$ cat src/rtl/kmd_pkg.sv
`default_nettype none
// ----------------------------------------------------------------------------
// kmd_pkg
// Shared constants and types for the key matrix debounce event block.
// ----------------------------------------------------------------------------
package kmd_pkg;

  localparam int NUM_KEYS    = 8;
  localparam int KEY_W       = 8;
  localparam int ACTIVE_KEYS = (NUM_KEYS > KEY_W) ? KEY_W : NUM_KEYS;
  localparam int IDX_W       = $clog2(KEY_W);
  localparam int TIME_W      = 32;
  localparam int GAP_W       = 8;

  localparam logic [KEY_W-1:0] USED_MASK =
    (ACTIVE_KEYS >= KEY_W) ? {KEY_W{1'b1}} : KEY_W'((1 << ACTIVE_KEYS) - 1);
  localparam logic [KEY_W-1:0] UNUSED_MASK = ~USED_MASK;
  localparam logic [KEY_W-1:0] STABLE_RESET = {KEY_W{1'b1}};
  localparam logic [GAP_W-1:0] GAP_RESET = GAP_W'(5);

  localparam int JOBQ_DEPTH = 2;
  localparam int JOBQ_PTR_W = $clog2(JOBQ_DEPTH);
  localparam int JOBQ_CNT_W = $clog2(JOBQ_DEPTH + 1);

  localparam int EVQ_DEPTH = 2;
  localparam int EVQ_PTR_W = $clog2(EVQ_DEPTH);
  localparam int EVQ_CNT_W = $clog2(EVQ_DEPTH + 1);

  typedef struct packed {
    logic [KEY_W-1:0] changed;
    logic [KEY_W-1:0] level;
  } job_t;

  typedef struct packed {
    logic [IDX_W-1:0] key_index;
    logic             key_pressed;
    logic             last_event;
  } event_t;

  typedef struct packed {
    logic valid;
    logic full;
  } jobq_status_t;

endpackage
`default_nettype wire

$ cat src/rtl/kmd_front.sv
`default_nettype none
// ----------------------------------------------------------------------------
// kmd_front
// Sample timing, first and confirming reads, stable set, and job creation.
// ----------------------------------------------------------------------------
module kmd_front
  import kmd_pkg::*;
(
  input  wire logic               clk,
  input  wire logic               rst_n,
  input  wire logic               cfg_wr_en,
  input  wire logic [GAP_W-1:0]   cfg_wr_data,
  input  wire logic               in_push,
  output logic                    in_full,
  input  wire logic [TIME_W-1:0]  in_now_ms,
  input  wire logic [KEY_W-1:0]   in_raw_keys,
  input  wire logic               jq_full,
  output logic                    job_push,
  output job_t                    job
);

  logic [GAP_W-1:0]  sample_gap_ms_r;
  logic [TIME_W-1:0] last_sample_time_r;
  logic              awaiting_confirm_r;
  logic [KEY_W-1:0]  first_sample_r;
  logic [KEY_W-1:0]  stable_keys_r;

  logic [TIME_W-1:0] elapsed;
  logic [KEY_W-1:0]  sample;
  logic              accept;
  logic              take;
  logic              confirm_ok;

  assign in_full    = jq_full;
  assign accept     = in_push && !in_full;
  assign elapsed    = in_now_ms - last_sample_time_r;
  assign take       = accept && (elapsed > TIME_W'(sample_gap_ms_r));
  assign sample     = in_raw_keys | UNUSED_MASK;
  assign confirm_ok = awaiting_confirm_r && (sample == first_sample_r)
                      && (first_sample_r != stable_keys_r);

  assign job_push    = take && confirm_ok;
  assign job.changed = first_sample_r ^ stable_keys_r;
  assign job.level   = first_sample_r;

  always_ff @(posedge clk) begin
    if (!rst_n) begin
      sample_gap_ms_r    <= GAP_RESET;
      last_sample_time_r <= '0;
      awaiting_confirm_r <= 1'b0;
      first_sample_r     <= '0;
      stable_keys_r      <= STABLE_RESET;
    end else begin
      if (cfg_wr_en) begin
        sample_gap_ms_r <= cfg_wr_data;
      end
      if (take) begin
        last_sample_time_r <= in_now_ms;
        if (!awaiting_confirm_r) begin
          awaiting_confirm_r <= 1'b1;
          first_sample_r     <= sample;
        end else begin
          awaiting_confirm_r <= 1'b0;
          if (confirm_ok) begin
            stable_keys_r <= first_sample_r;
          end
        end
      end
    end
  end

endmodule
`default_nettype wire

$ cat src/rtl/kmd_job_queue.sv
`default_nettype none
// ----------------------------------------------------------------------------
// kmd_job_queue
// Short queue of change jobs between the sampling front and the event back.
// ----------------------------------------------------------------------------
module kmd_job_queue
  import kmd_pkg::*;
(
  input  wire logic   clk,
  input  wire logic   rst_n,
  input  wire logic   push,
  input  wire job_t   push_job,
  input  wire logic   pop,
  output jobq_status_t status,
  output job_t        head
);

  job_t                  mem [JOBQ_DEPTH];
  logic [JOBQ_PTR_W-1:0] wr_ptr_r;
  logic [JOBQ_PTR_W-1:0] rd_ptr_r;
  logic [JOBQ_CNT_W-1:0] count_r;
  logic                  do_push;
  logic                  do_pop;

  assign status.valid = (count_r != '0);
  assign status.full  = (count_r == JOBQ_CNT_W'(JOBQ_DEPTH));
  assign head         = mem[rd_ptr_r];
  assign do_push      = push && !status.full;
  assign do_pop       = pop && status.valid;

  always_ff @(posedge clk) begin
    if (do_push) begin
      mem[wr_ptr_r] <= push_job;
    end
  end

  always_ff @(posedge clk) begin
    if (!rst_n) begin
      wr_ptr_r <= '0;
      rd_ptr_r <= '0;
      count_r  <= '0;
    end else begin
      if (do_push) begin
        wr_ptr_r <= (wr_ptr_r == JOBQ_PTR_W'(JOBQ_DEPTH - 1)) ? '0 : wr_ptr_r + 1'b1;
      end
      if (do_pop) begin
        rd_ptr_r <= (rd_ptr_r == JOBQ_PTR_W'(JOBQ_DEPTH - 1)) ? '0 : rd_ptr_r + 1'b1;
      end
      if (do_push && !do_pop) begin
        count_r <= count_r + 1'b1;
      end else if (do_pop && !do_push) begin
        count_r <= count_r - 1'b1;
      end
    end
  end

endmodule
`default_nettype wire

$ cat src/rtl/kmd_back.sv
`default_nettype none
// ----------------------------------------------------------------------------
// kmd_back
// Walks the changed keys of a job in key order and queues one event per key.
// ----------------------------------------------------------------------------
module kmd_back
  import kmd_pkg::*;
(
  input  wire logic          clk,
  input  wire logic          rst_n,
  input  wire logic          jq_valid,
  input  wire job_t          jq_head,
  output logic               jq_pop,
  output logic               out_empty,
  input  wire logic          out_pop,
  output logic [IDX_W-1:0]   out_key_index,
  output logic               out_key_pressed,
  output logic               out_last_event
);

  logic [KEY_W-1:0]     mask_r;
  logic [KEY_W-1:0]     mask_nxt;
  logic [KEY_W-1:0]     level_r;
  logic [KEY_W-1:0]     low_bit;
  logic [IDX_W-1:0]     low_idx;
  logic [KEY_W-1:0]     mask_after;
  logic                 emit;
  event_t               ev;

  event_t               evq [EVQ_DEPTH];
  logic [EVQ_PTR_W-1:0] ev_wr_ptr_r;
  logic [EVQ_PTR_W-1:0] ev_rd_ptr_r;
  logic [EVQ_CNT_W-1:0] ev_count_r;
  logic                 ev_space;
  logic                 ev_pop;
  event_t               ev_head;

  always_comb begin
    low_idx = '0;
    for (int i = KEY_W - 1; i >= 0; i--) begin
      if (mask_r[i]) begin
        low_idx = IDX_W'(i);
      end
    end
  end

  assign low_bit    = mask_r & (~mask_r + 1'b1);
  assign ev_space   = (ev_count_r != EVQ_CNT_W'(EVQ_DEPTH));
  assign emit       = (mask_r != '0) && ev_space;
  assign mask_after = emit ? (mask_r & ~low_bit) : mask_r;
  assign jq_pop     = (mask_after == '0) && jq_valid;
  assign mask_nxt   = jq_pop ? jq_head.changed : mask_after;

  assign ev.key_index   = low_idx;
  assign ev.key_pressed = ~level_r[low_idx];
  assign ev.last_event  = ((mask_r & ~low_bit) == '0);

  always_ff @(posedge clk) begin
    if (!rst_n) begin
      mask_r <= '0;
    end else begin
      mask_r <= mask_nxt;
    end
  end

  always_ff @(posedge clk) begin
    if (jq_pop) begin
      level_r <= jq_head.level;
    end
  end

  assign ev_pop          = out_pop && !out_empty;
  assign out_empty       = (ev_count_r == '0);
  assign ev_head         = evq[ev_rd_ptr_r];
  assign out_key_index   = ev_head.key_index;
  assign out_key_pressed = ev_head.key_pressed;
  assign out_last_event  = ev_head.last_event;

  always_ff @(posedge clk) begin
    if (emit) begin
      evq[ev_wr_ptr_r] <= ev;
    end
  end

  always_ff @(posedge clk) begin
    if (!rst_n) begin
      ev_wr_ptr_r <= '0;
      ev_rd_ptr_r <= '0;
      ev_count_r  <= '0;
    end else begin
      if (emit) begin
        ev_wr_ptr_r <= (ev_wr_ptr_r == EVQ_PTR_W'(EVQ_DEPTH - 1)) ? '0 : ev_wr_ptr_r + 1'b1;
      end
      if (ev_pop) begin
        ev_rd_ptr_r <= (ev_rd_ptr_r == EVQ_PTR_W'(EVQ_DEPTH - 1)) ? '0 : ev_rd_ptr_r + 1'b1;
      end
      if (emit && !ev_pop) begin
        ev_count_r <= ev_count_r + 1'b1;
      end else if (ev_pop && !emit) begin
        ev_count_r <= ev_count_r - 1'b1;
      end
    end
  end

endmodule
`default_nettype wire

$ cat src/rtl/key_matrix_debounce_events_core.sv
`default_nettype none
// ----------------------------------------------------------------------------
// key_matrix_debounce_events_core
// Debounced press and release events for a 2x4 key matrix.
// ----------------------------------------------------------------------------
//  Channel   Handshake          Payload
//  input     in_push / in_full  in_now_ms, in_raw_keys
//  result    out_pop / out_empty out_key_index, out_key_pressed, out_last_event
//  config    cfg_wr_en          cfg_wr_data (sample gap in ms)
//
// The front takes one input per cycle while the job queue has room.
// The back issues one event per cycle while the event queue has room, so an
// input that changes k keys yields k events; the walk sets the sustained rate.
// Reset is synchronous; the first cycle after reset already accepts input.
// A stalled result side fills the event and job queues, then raises in_full.
// ----------------------------------------------------------------------------
module key_matrix_debounce_events_core
  import kmd_pkg::*;
(
  input  wire logic               clk,
  input  wire logic               rst_n,
  input  wire logic               cfg_wr_en,
  input  wire logic [GAP_W-1:0]   cfg_wr_data,
  input  wire logic               in_push,
  output logic                    in_full,
  input  wire logic [TIME_W-1:0]  in_now_ms,
  input  wire logic [KEY_W-1:0]   in_raw_keys,
  output logic                    out_empty,
  input  wire logic               out_pop,
  output logic [IDX_W-1:0]        out_key_index,
  output logic                    out_key_pressed,
  output logic                    out_last_event
);

  jobq_status_t jq_status;
  logic         job_push;
  job_t         job;
  job_t         jq_head;
  logic         jq_pop;

  kmd_front u_front (
    .clk         (clk),
    .rst_n       (rst_n),
    .cfg_wr_en   (cfg_wr_en),
    .cfg_wr_data (cfg_wr_data),
    .in_push     (in_push),
    .in_full     (in_full),
    .in_now_ms   (in_now_ms),
    .in_raw_keys (in_raw_keys),
    .jq_full     (jq_status.full),
    .job_push    (job_push),
    .job         (job)
  );

  kmd_job_queue u_job_queue (
    .clk      (clk),
    .rst_n    (rst_n),
    .push     (job_push),
    .push_job (job),
    .pop      (jq_pop),
    .status   (jq_status),
    .head     (jq_head)
  );

  kmd_back u_back (
    .clk             (clk),
    .rst_n           (rst_n),
    .jq_valid        (jq_status.valid),
    .jq_head         (jq_head),
    .jq_pop          (jq_pop),
    .out_empty       (out_empty),
    .out_pop         (out_pop),
    .out_key_index   (out_key_index),
    .out_key_pressed (out_key_pressed),
    .out_last_event  (out_last_event)
  );

endmodule
`default_nettype wire
$ cat config.mk
export PLATFORM = sky130hd
export DESIGN_NAME = key_matrix_debounce_events_core
export DESIGN_NICKNAME = d
export VERILOG_FILES = /design/src/rtl/kmd_pkg.sv /design/src/rtl/kmd_front.sv /design/src/rtl/kmd_job_queue.sv /design/src/rtl/kmd_back.sv /design/src/rtl/key_matrix_debounce_events_core.sv
export SDC_FILE = /design/constraint.sdc
export NUM_CORES = 1
export LEC_CHECK = 0
export BUFFER_PORTS_ARGS = -buffer_cell sky130_fd_sc_hd__buf_2
export CAP_MARGIN = 30
export CORE_MARGIN = 10
export CORE_UTILIZATION = 60
export CTS_CLUSTER_SIZE = 8
export DETAILED_ROUTE_END_ITERATION = 8
export PLACE_DENSITY = 0.81
export SLEW_MARGIN = 20
export SYNTH_ARGS = -nofsm -noshare
export SYNTH_HDL_FRONTEND = slang
export SYNTH_SLANG_ARGS = --single-unit
$ cat constraint.sdc
create_clock -name clk -period 9.5 [get_ports clk]
set_clock_uncertainty 0.05 [all_clocks]
set_input_delay 1.9 -clock clk [delete_from_list [all_inputs] [get_ports clk]]
set_output_delay 1.9 -clock clk [all_outputs]
set_load 0.01 [all_outputs]
# Yosys cells after proc, flatten, opt, wreduce, memory -nomap -nowiden
# Memory sizes are Yosys's and may differ from the RTL's. A register that Yosys moved wholly into a read port is not among the register bits.
# Index checks and enable logic that the tools add are counted.
[classes]
addsub = 10
n_lt_le_gt_ge = 2
n_eq_ne = 4
muxes = 29
bitwise = 7
reduce_logical = 29
[ops]
columns = ["cell", "count"]
rows = [
  ["$gt 32x8->1", 1],
  ["$sub 32x32->32", 1],
  ["$mux 3", 8],
  ["$and 8x8->8", 2],
  ["$logic_not 8->1", 2],
  ["$mux 8", 2],
  ["$not 8->8", 2],
  ["$logic_and 1x1->1", 14],
  ["$mux 1", 14],
  ["$add 8x1->8 const B", 1],
  ["$eq 8x8->1", 1],
  ["$mux 2", 4],
  ["$ne 8x8->1", 1],
  ["$reduce_bool 8->1", 1],
  ["$xor 8x8->8", 1],
  ["$logic_not 1->1", 6],
  ["$reduce_bool 2->1", 3],
  ["$add 1x1->1 const B", 4],
  ["$add 2x1->2 const B", 2],
  ["$lt 3x4->1 const B", 1],
  ["$sub 2x1->2 const B", 2],
  ["$bmux 1 s3", 1],
  ["$reduce_and 3->1", 1],
  ["$eq 2x2->1 const B", 1],
  ["4 further kinds", 5],
]
[word_totals]
regBits = 81
ramBits = 42
inputBits = 53
memories = 2
[memory_table]
columns = ["memory", "depth", "width", "rd", "rd_ports_with_merged_regs", "write_ports", "line", "text"]
rows = [
  ["u_job_queue.mem", 2, 16, 1, 1, 1, "kmd_job_queue.sv:18", "job_t mem [JOBQ_DEPTH];"],
  ["u_back.evq", 2, 5, 1, 1, 1, "kmd_back.sv:30", "event_t evq [EVQ_DEPTH];"],
]

# Logic depth before layout (Yosys ltp)
[depth]
ltp_word = 12
mapped_depth = 23
depth_no_buf = 22

# Hierarchy
# Synthesis repeated with hierarchy kept, for this count alone.
[hier_totals]
hier_cells = 834
area_unflattened_um2 = 7736.2
[modules_own_cells]
columns = ["module", "instances", "cells_each", "area_per_inst_um2", "seq_area_each_um2"]
rows = [
  ["kmd_front", 1, 625, 4810.9, 1141.1],
  ["kmd_back", 1, 134, 1535.2, 800.8],
  ["kmd_job_queue", 1, 75, 1390.1, 1061.0],
]

# Least setup slack after synthesis
# No wires, ideal clock.
[synth_timing]
kind = "input-to-reg"
from = "input port in_now_ms[0]"
to = "memory u_job_queue.mem[0][0] in the netlist's numbering (enable)"
setup_time_ns = 0.430
t_arrival_ns = 6.070
setup_slack_ns = 2.949
stages = 19
path_cell_list = "inv_1 > ha_1 > fa_1 > nand2b_1 > a21oi_2 > nor2_1 > xnor2_1 > ha_1 > nand2_1 > o21ai_0 > o21ai_0 > o21a_1 > o2111ai_1 > nor4_1 > and4b_1 > o2111ai_1 > and4b_1 > buf_6 > nor4_1"
[synth_via]
elab_chain_cells = 7
[synth_lines]
columns = ["element", "line", "text"]
rows = [
  ["from (decl)", "key_matrix_debounce_events_core.sv:26", "input wire logic [TIME_W-1:0] in_now_ms,"],
  ["$sub 32x32->32", "kmd_front.sv:36", "assign elapsed = in_now_ms - last_sample_time_r;"],
  ["$gt 32x8->1", "kmd_front.sv:37", "assign take = accept && (elapsed > TIME_W'(sample_gap_ms_r));"],
  ["$logic_and 1x1->1", "kmd_front.sv:37", ""],
  ["$logic_and 1x1->1", "kmd_front.sv:42", "assign job_push = take && confirm_ok;"],
  ["$logic_and 1x1->1", "kmd_job_queue.sv:28", "assign do_push = push && !status.full;"],
  ["$mux 1", "kmd_job_queue.sv:32", "if (do_push) begin"],
  ["$mux 1 (not written as such)", "kmd_job_queue.sv:33", "mem[wr_ptr_r] <= push_job;"],
  ["to (decl)", "kmd_job_queue.sv:18", ""],
]
# Every way passes these cells.

# Worst setup path in the final report
[layout_timing]
from = "input port in_now_ms[0]"
to = "register u_job_queue.count_r[1]"
[layout_via]
elab_chain_cells = 8
elab_cells_between_ends = 10
classes_between = "add/sub (1); order compare (1); mux (1); reduce/logical (7)"
[layout_lines]
columns = ["element", "line", "text"]
rows = [
  ["$sub 32x32->32 *", "kmd_front.sv:36", ""],
  ["$gt 32x8->1 *", "kmd_front.sv:37", ""],
  ["$logic_and 1x1->1 *", "kmd_front.sv:37", ""],
  ["$logic_and 1x1->1 *", "kmd_front.sv:42", ""],
  ["$logic_and 1x1->1 *", "kmd_job_queue.sv:28", ""],
  ["via u_job_queue.do_push", "kmd_job_queue.sv:22", "logic do_push;"],
  ["$logic_not 1->1", "kmd_job_queue.sv:51", "end else if (do_pop && !do_push) begin"],
  ["$logic_and 1x1->1", "kmd_job_queue.sv:51", ""],
  ["$reduce_bool 2->1 (no line)", "--", ""],
  ["to (signal assigned)", "kmd_job_queue.sv:50", "count_r <= count_r + 1'b1;"],
  ["to (signal assigned)", "kmd_job_queue.sv:52", "count_r <= count_r - 1'b1;"],
  ["to (decl)", "kmd_job_queue.sv:21", "logic [JOBQ_CNT_W-1:0] count_r;"],
]
# The timed path passes the listed nets; every way through them passes the cells marked *.
# A chain may end at the register's enable or synchronous reset.

==> impl_table.tex <==
\begin{tabular}{lr}
\hline
Metric & Value \\
\hline
\multicolumn{2}{l}{\textbf{Global route}} \\
Global-route total usage across every layer & 19.5\% \\
Vias in the first global route & 5,821 \\
Overflow left after global routing & 0 \\
Pin count of the biggest net entering global routing & 87 \\
Initial antenna violation count & 0 \\
Global-route wire length before repair & 26.9 mm \\
\multicolumn{2}{l}{\textbf{Critical path}} \\
Sum of buffers and inverters on the critical path & 2 \\
Crit-path slowest cell & sky130\_fd\_sc\_hd\_\_and4b\_1 \\
Required time worst endpoint & just under 10 ns \\
Critical path peak fanout & 7 \\
R2r worst-path depth & 21 \\
Setup crit end kind & register \\
Cell repeated most along the worst path & sky130\_fd\_sc\_hd\_\_ha\_1 \\
Worst setup slack for register-to-register paths & 4.71 ns \\
Endpoint arrival time on the critical path & roughly 6.4 ns \\
Type of element launching the critical path & input port \\
WS Path Type & in -> reg \\
Stages on worst setup path & 21 \\
Series of cell instances along the critical path & buf\_2 > inv\_1 > ha\_1 > fa\_1 > nand2b\_1 > a21oi\_2 > nor2\_1 > xnor2\_1 > ha\_1 > nand4\_1 > o21ai\_0 > o21a\_1 > o2111ai\_1 > nor4\_1 > and4b\_1 > o2111ai\_1 > and4b\_1 > nor3\_1 > ha\_1 > or3\_1 > a21oi\_1 \\
Worst stage delay on the critical path & between 0.5 and 0.6 ns \\
Worst path top cell family by delay & simple AND/OR/NAND/NOR gates \\
\multicolumn{2}{l}{\textbf{Power}} \\
Net switching component of the power & between 0.7 and 0.8 mW \\
Internal Dissipation & between 1 and 1.5 mW \\
Combinational group share of total power & 35.5\% \\
IR Drop Worst-Case VDD & 0.000146 V \\
Total Power & 2.16 mW \\
Share of power burned in the clock network & approximately 29\% \\
Net switching share of the total power & 35.0\% \\
Power density cells & 262 nW/um\^{}2 \\
Leakage component of the power & about 3.3 nW \\
Flop pwr share & 35.2\% \\
\multicolumn{2}{l}{\textbf{Synth}} \\
Synth area leaders & sky130\_fd\_sc\_hd\_\_dfxtp\_1 21\%, sky130\_fd\_sc\_hd\_\_edfxtp\_1 21\%, sky130\_fd\_sc\_hd\_\_mux2i\_1 9.3\% \\
Most used flip-flop cell after synthesis & sky130\_fd\_sc\_hd\_\_dfxtp\_1 \\
\#FFs+latches synth & 125 \\
Syn Area/Cell & 9.27 sq um \\
Proportion of netlist area held by the largest area contributor & 20.6\% \\
Synth unique cells & 63 \\
Async S/R FF share, synth & 0\% \\
Post-Synthesis Net Count & 882 \\
Number of enable-type register cells in the synthesized netlist & 50 \\
Most area-hungry cell type in the Yosys netlist & sky130\_fd\_sc\_hd\_\_dfxtp\_1 \\
Count of synthesis-stage warnings from yosys & 0 \\
Portion of the post-synthesis area used by sequential elements & 41.2\% \\
Number of cells produced by synthesis & 787 \\
Post-synth design cell area & between 7000 and 8000 sq um \\
\multicolumn{2}{l}{\textbf{Clock network}} \\
CTS sink count & 125 \\
Clock-pin slew on the worst setup and hold paths & about 0.060 ns \\
PostCTS Resize Cnt & 0 \\
Total of hold buffers inserted after clock tree synthesis & 0 \\
Later-pin clock latency in the skew report & 0.42 ns \\
TritonCTS clock tree & built \\
Cell at the root of the clock tree & sky130\_fd\_sc\_hd\_\_clkbuf\_16 \\
Maximum number of buffers from clock root to sink & 2 \\
Post-CTS setup-driven buffer insertion count & 0 \\
Number of CTS-inserted buffers & 17 \\
CTS HTree Levels & 4 \\
\multicolumn{2}{l}{\textbf{Placed design}} \\
Port-buffer cells & 59 \\
Final weighted congestion in routability-driven placement & about 0.89 \\
Placed wire-length estimate after detailed placement & 11.6 mm \\
Cell area reported after detailed placement & 7630 sq um \\
\multicolumn{2}{l}{\textbf{Die}} \\
Standard-cell row count & 40 \\
Core area & roughly 12,000 sq um \\
Die H & roughly 130 microns \\
Die boundary width & 130 microns \\
Number of primary I/O pins & 60 \\
Starting utilization of the core area & between 60\% and 70\% \\
Die area & between 15,000 and 20,000 sq um \\
\multicolumn{2}{l}{\textbf{STA}} \\
Slew of the pin with the lowest slew margin & 0.952 ns \\
F\_max & 165 MHz \\
Setup TNS & 0 ns \\
Number of setup violations in the final report & 0 \\
Final slew viol count & 0 \\
Worst rel slew slack & 36.2\% \\
Ratio of final minimum period to clock period & a little under two thirds \\
Final Hold Fails & 0 \\
Setup repair after global routing missed its margin & no \\
Period minus WS final & about 6.1 ns \\
\multicolumn{2}{l}{\textbf{Run status}} \\
Outcome & finished clean \\
\multicolumn{2}{l}{\textbf{Detailed routing}} \\
Drt first pass iters & 5 \\
Total Routed Length & 15.7 mm \\
Number of DRC markers in iteration 0 & 322 \\
Residual DRC count & 0 \\
DRT antenna net count & 0 \\
Drt wl/cell & 15.8 microns \\
Total number of vias & 5,737 \\
Via/cell ratio & 5.79 \\
\multicolumn{2}{l}{\textbf{Finish}} \\
Non-Filler Cell Area, Final & 8210 sq um \\
Total Nets Final & 926 \\
Layout cell share with drive strength beyond 1 & 14.0\% \\
Antenna cells & 0 \\
Synth-to-layout area growth & 12.6\% \\
\multicolumn{2}{l}{\textbf{Run}} \\
Max-cap violations & 0 \\
\multicolumn{2}{l}{\textbf{Worst hold path}} \\
Worst Hold Class & reg -> reg \\
Cell depth of the worst min-delay path & 2 \\
\hline
\end{tabular}
==> synth_stat cells (7+ instances only) <==
cell type                    n
sky130_fd_sc_hd__a21o_1      9
sky130_fd_sc_hd__dfxtp_1    75
sky130_fd_sc_hd__inv_1      50
sky130_fd_sc_hd__edfxtp_1   50
sky130_fd_sc_hd__a21oi_1    47
sky130_fd_sc_hd__mux2_2     14
sky130_fd_sc_hd__nor3_1      9
sky130_fd_sc_hd__clkbuf_1   25
sky130_fd_sc_hd__o21ai_0    20
sky130_fd_sc_hd__nand2_1   111
sky130_fd_sc_hd__ha_1       41
sky130_fd_sc_hd__nand4_1    11
sky130_fd_sc_hd__nor2_1     75
sky130_fd_sc_hd__o211ai_1   11
sky130_fd_sc_hd__nor4_1      7
sky130_fd_sc_hd__xor2_1     26
sky130_fd_sc_hd__xnor2_1    20
sky130_fd_sc_hd__mux2i_1    68
sky130_fd_sc_hd__nand2b_1   12
sky130_fd_sc_hd__o21a_1     11
==> cell families after synthesis <==
kind of cell | share of synthesized area (%)
simple gates | 15.8
compound gates | 13.1
flops | 41.2
buf+inv | 5.32
mux | 11.5
xor+xnor | 5.52
fa+ha+maj | 7.58
==> cells in the final DEF, fill, tap and decap left out, types with 5 or more instances in the layout <==
| master | count |
|---|---|
| sky130_fd_sc_hd__nor2_1 | 75 |
| sky130_fd_sc_hd__clkbuf_16 | 17 |
| sky130_fd_sc_hd__nor2b_1 | 6 |
| sky130_fd_sc_hd__nand4_1 | 11 |
| sky130_fd_sc_hd__o21a_1 | 11 |
| sky130_fd_sc_hd__nor4_1 | 6 |
| sky130_fd_sc_hd__xnor2_1 | 20 |
| sky130_fd_sc_hd__o211ai_1 | 11 |
| sky130_fd_sc_hd__o21ai_0 | 20 |
| sky130_fd_sc_hd__edfxtp_1 | 50 |
| sky130_fd_sc_hd__o31ai_1 | 6 |
| sky130_fd_sc_hd__ha_1 | 41 |
| sky130_fd_sc_hd__xor2_1 | 26 |
| sky130_fd_sc_hd__a21oi_1 | 47 |
| sky130_fd_sc_hd__mux2_2 | 14 |
| sky130_fd_sc_hd__mux2i_1 | 68 |
| sky130_fd_sc_hd__nand2b_1 | 12 |
| sky130_fd_sc_hd__buf_2 | 59 |
| sky130_fd_sc_hd__dfxtp_1 | 75 |
| sky130_fd_sc_hd__nor3_1 | 9 |
| sky130_fd_sc_hd__nand3_1 | 5 |
| sky130_fd_sc_hd__a21o_1 | 9 |
| sky130_fd_sc_hd__o21ai_1 | 6 |
| sky130_fd_sc_hd__nand2_1 | 111 |
| sky130_fd_sc_hd__inv_1 | 50 |
==> power groups by stage <==
stage               combinational, mW  sequential [mW]  clock [mW]
finish                          0.765            0.760       0.631
global route                    0.858            0.773       0.665
CTS                             0.761            0.759       0.638
global placement                0.714            0.762           0
floorplan                       0.616            0.734           0
detailed placement              0.747            0.769           0
==> final cells by class <==
| class | instances | area, sq um |
|---|---|---|
| inverter | 50 | 188 |
| clock buffer | 23 | 468 |
| multi-input combinational | 574 | 3910 |
| timing repair buffer | 63 | 345 |
| fill | 921 | 3750 |
| clock inverter | 9 | 114 |
| sequential | 125 | 3000 |
| tap | 147 | 184 |
==> metrics by stage <==
stage | worst slack (ns) | std cells | utilization (%) | hold slack [ns]
2_1_floorplan | 2.95 | 787 | - | 0.385
3_3_place_gp | 3.36 | 957 | 63.5 | 0.392
3_5_place_dp | 3.13 | 959 | 63.8 | 0.400
4_1_cts | 3.53 | 991 | 68.7 | 0.407
5_1_grt | 3.14 | 991 | 68.7 | 0.424
6_report | 3.44 | 991 | 68.7 | 0.403
==> final timing paths <==
| kind | from | endpoint |
|---|---|---|
| worst min register to register | u_front.last_sample_time_r[20] | u_front.last_sample_time_r[20] |
| worst max register to register | u_front.last_sample_time_r[1] | u_job_queue.count_r[1] |
| worst max-delay path | in_now_ms[0] | u_job_queue.count_r[1] |
| worst min-delay path | u_front.last_sample_time_r[20] | u_front.last_sample_time_r[20] |
==> flip-flops by register name, summed over array words and instances, names as in the netlist, 2 cells and up, named ones only <==
signal and count:
u_back.level_r 8, u_front.first_sample_r 8, u_job_queue.count_r 2, u_front.sample_gap_ms_r 8, u_back.ev_count_r 2, u_front.last_sample_time_r 32
u_front.stable_keys_r 8, u_job_queue.mem 32, u_back.evq 10, u_back.mask_r 8
==> per-layer routing <==
metal  vias to the layer above  share of wire (%)  global-route usage (%)
met3                        38                5.4                    4.99
met1                      2664                 42                    22.3
li1                       2857                  -                       -
met5                         -                  0                       0
met2                       178                 51                    34.2
met4                         0                2.1                    7.67
==> tightest hold or removal path, delay by kind of cell (launching register included) <==
| family | cells | cell delay, ns |
|---|---|---|
| multiplexers | 1 | 0.05 |
| flip-flops | 1 | 0.30 |
| AND/OR/NAND/NOR | 1 | 0.05 |
Note: power is estimated with default switching activity, not from simulation.
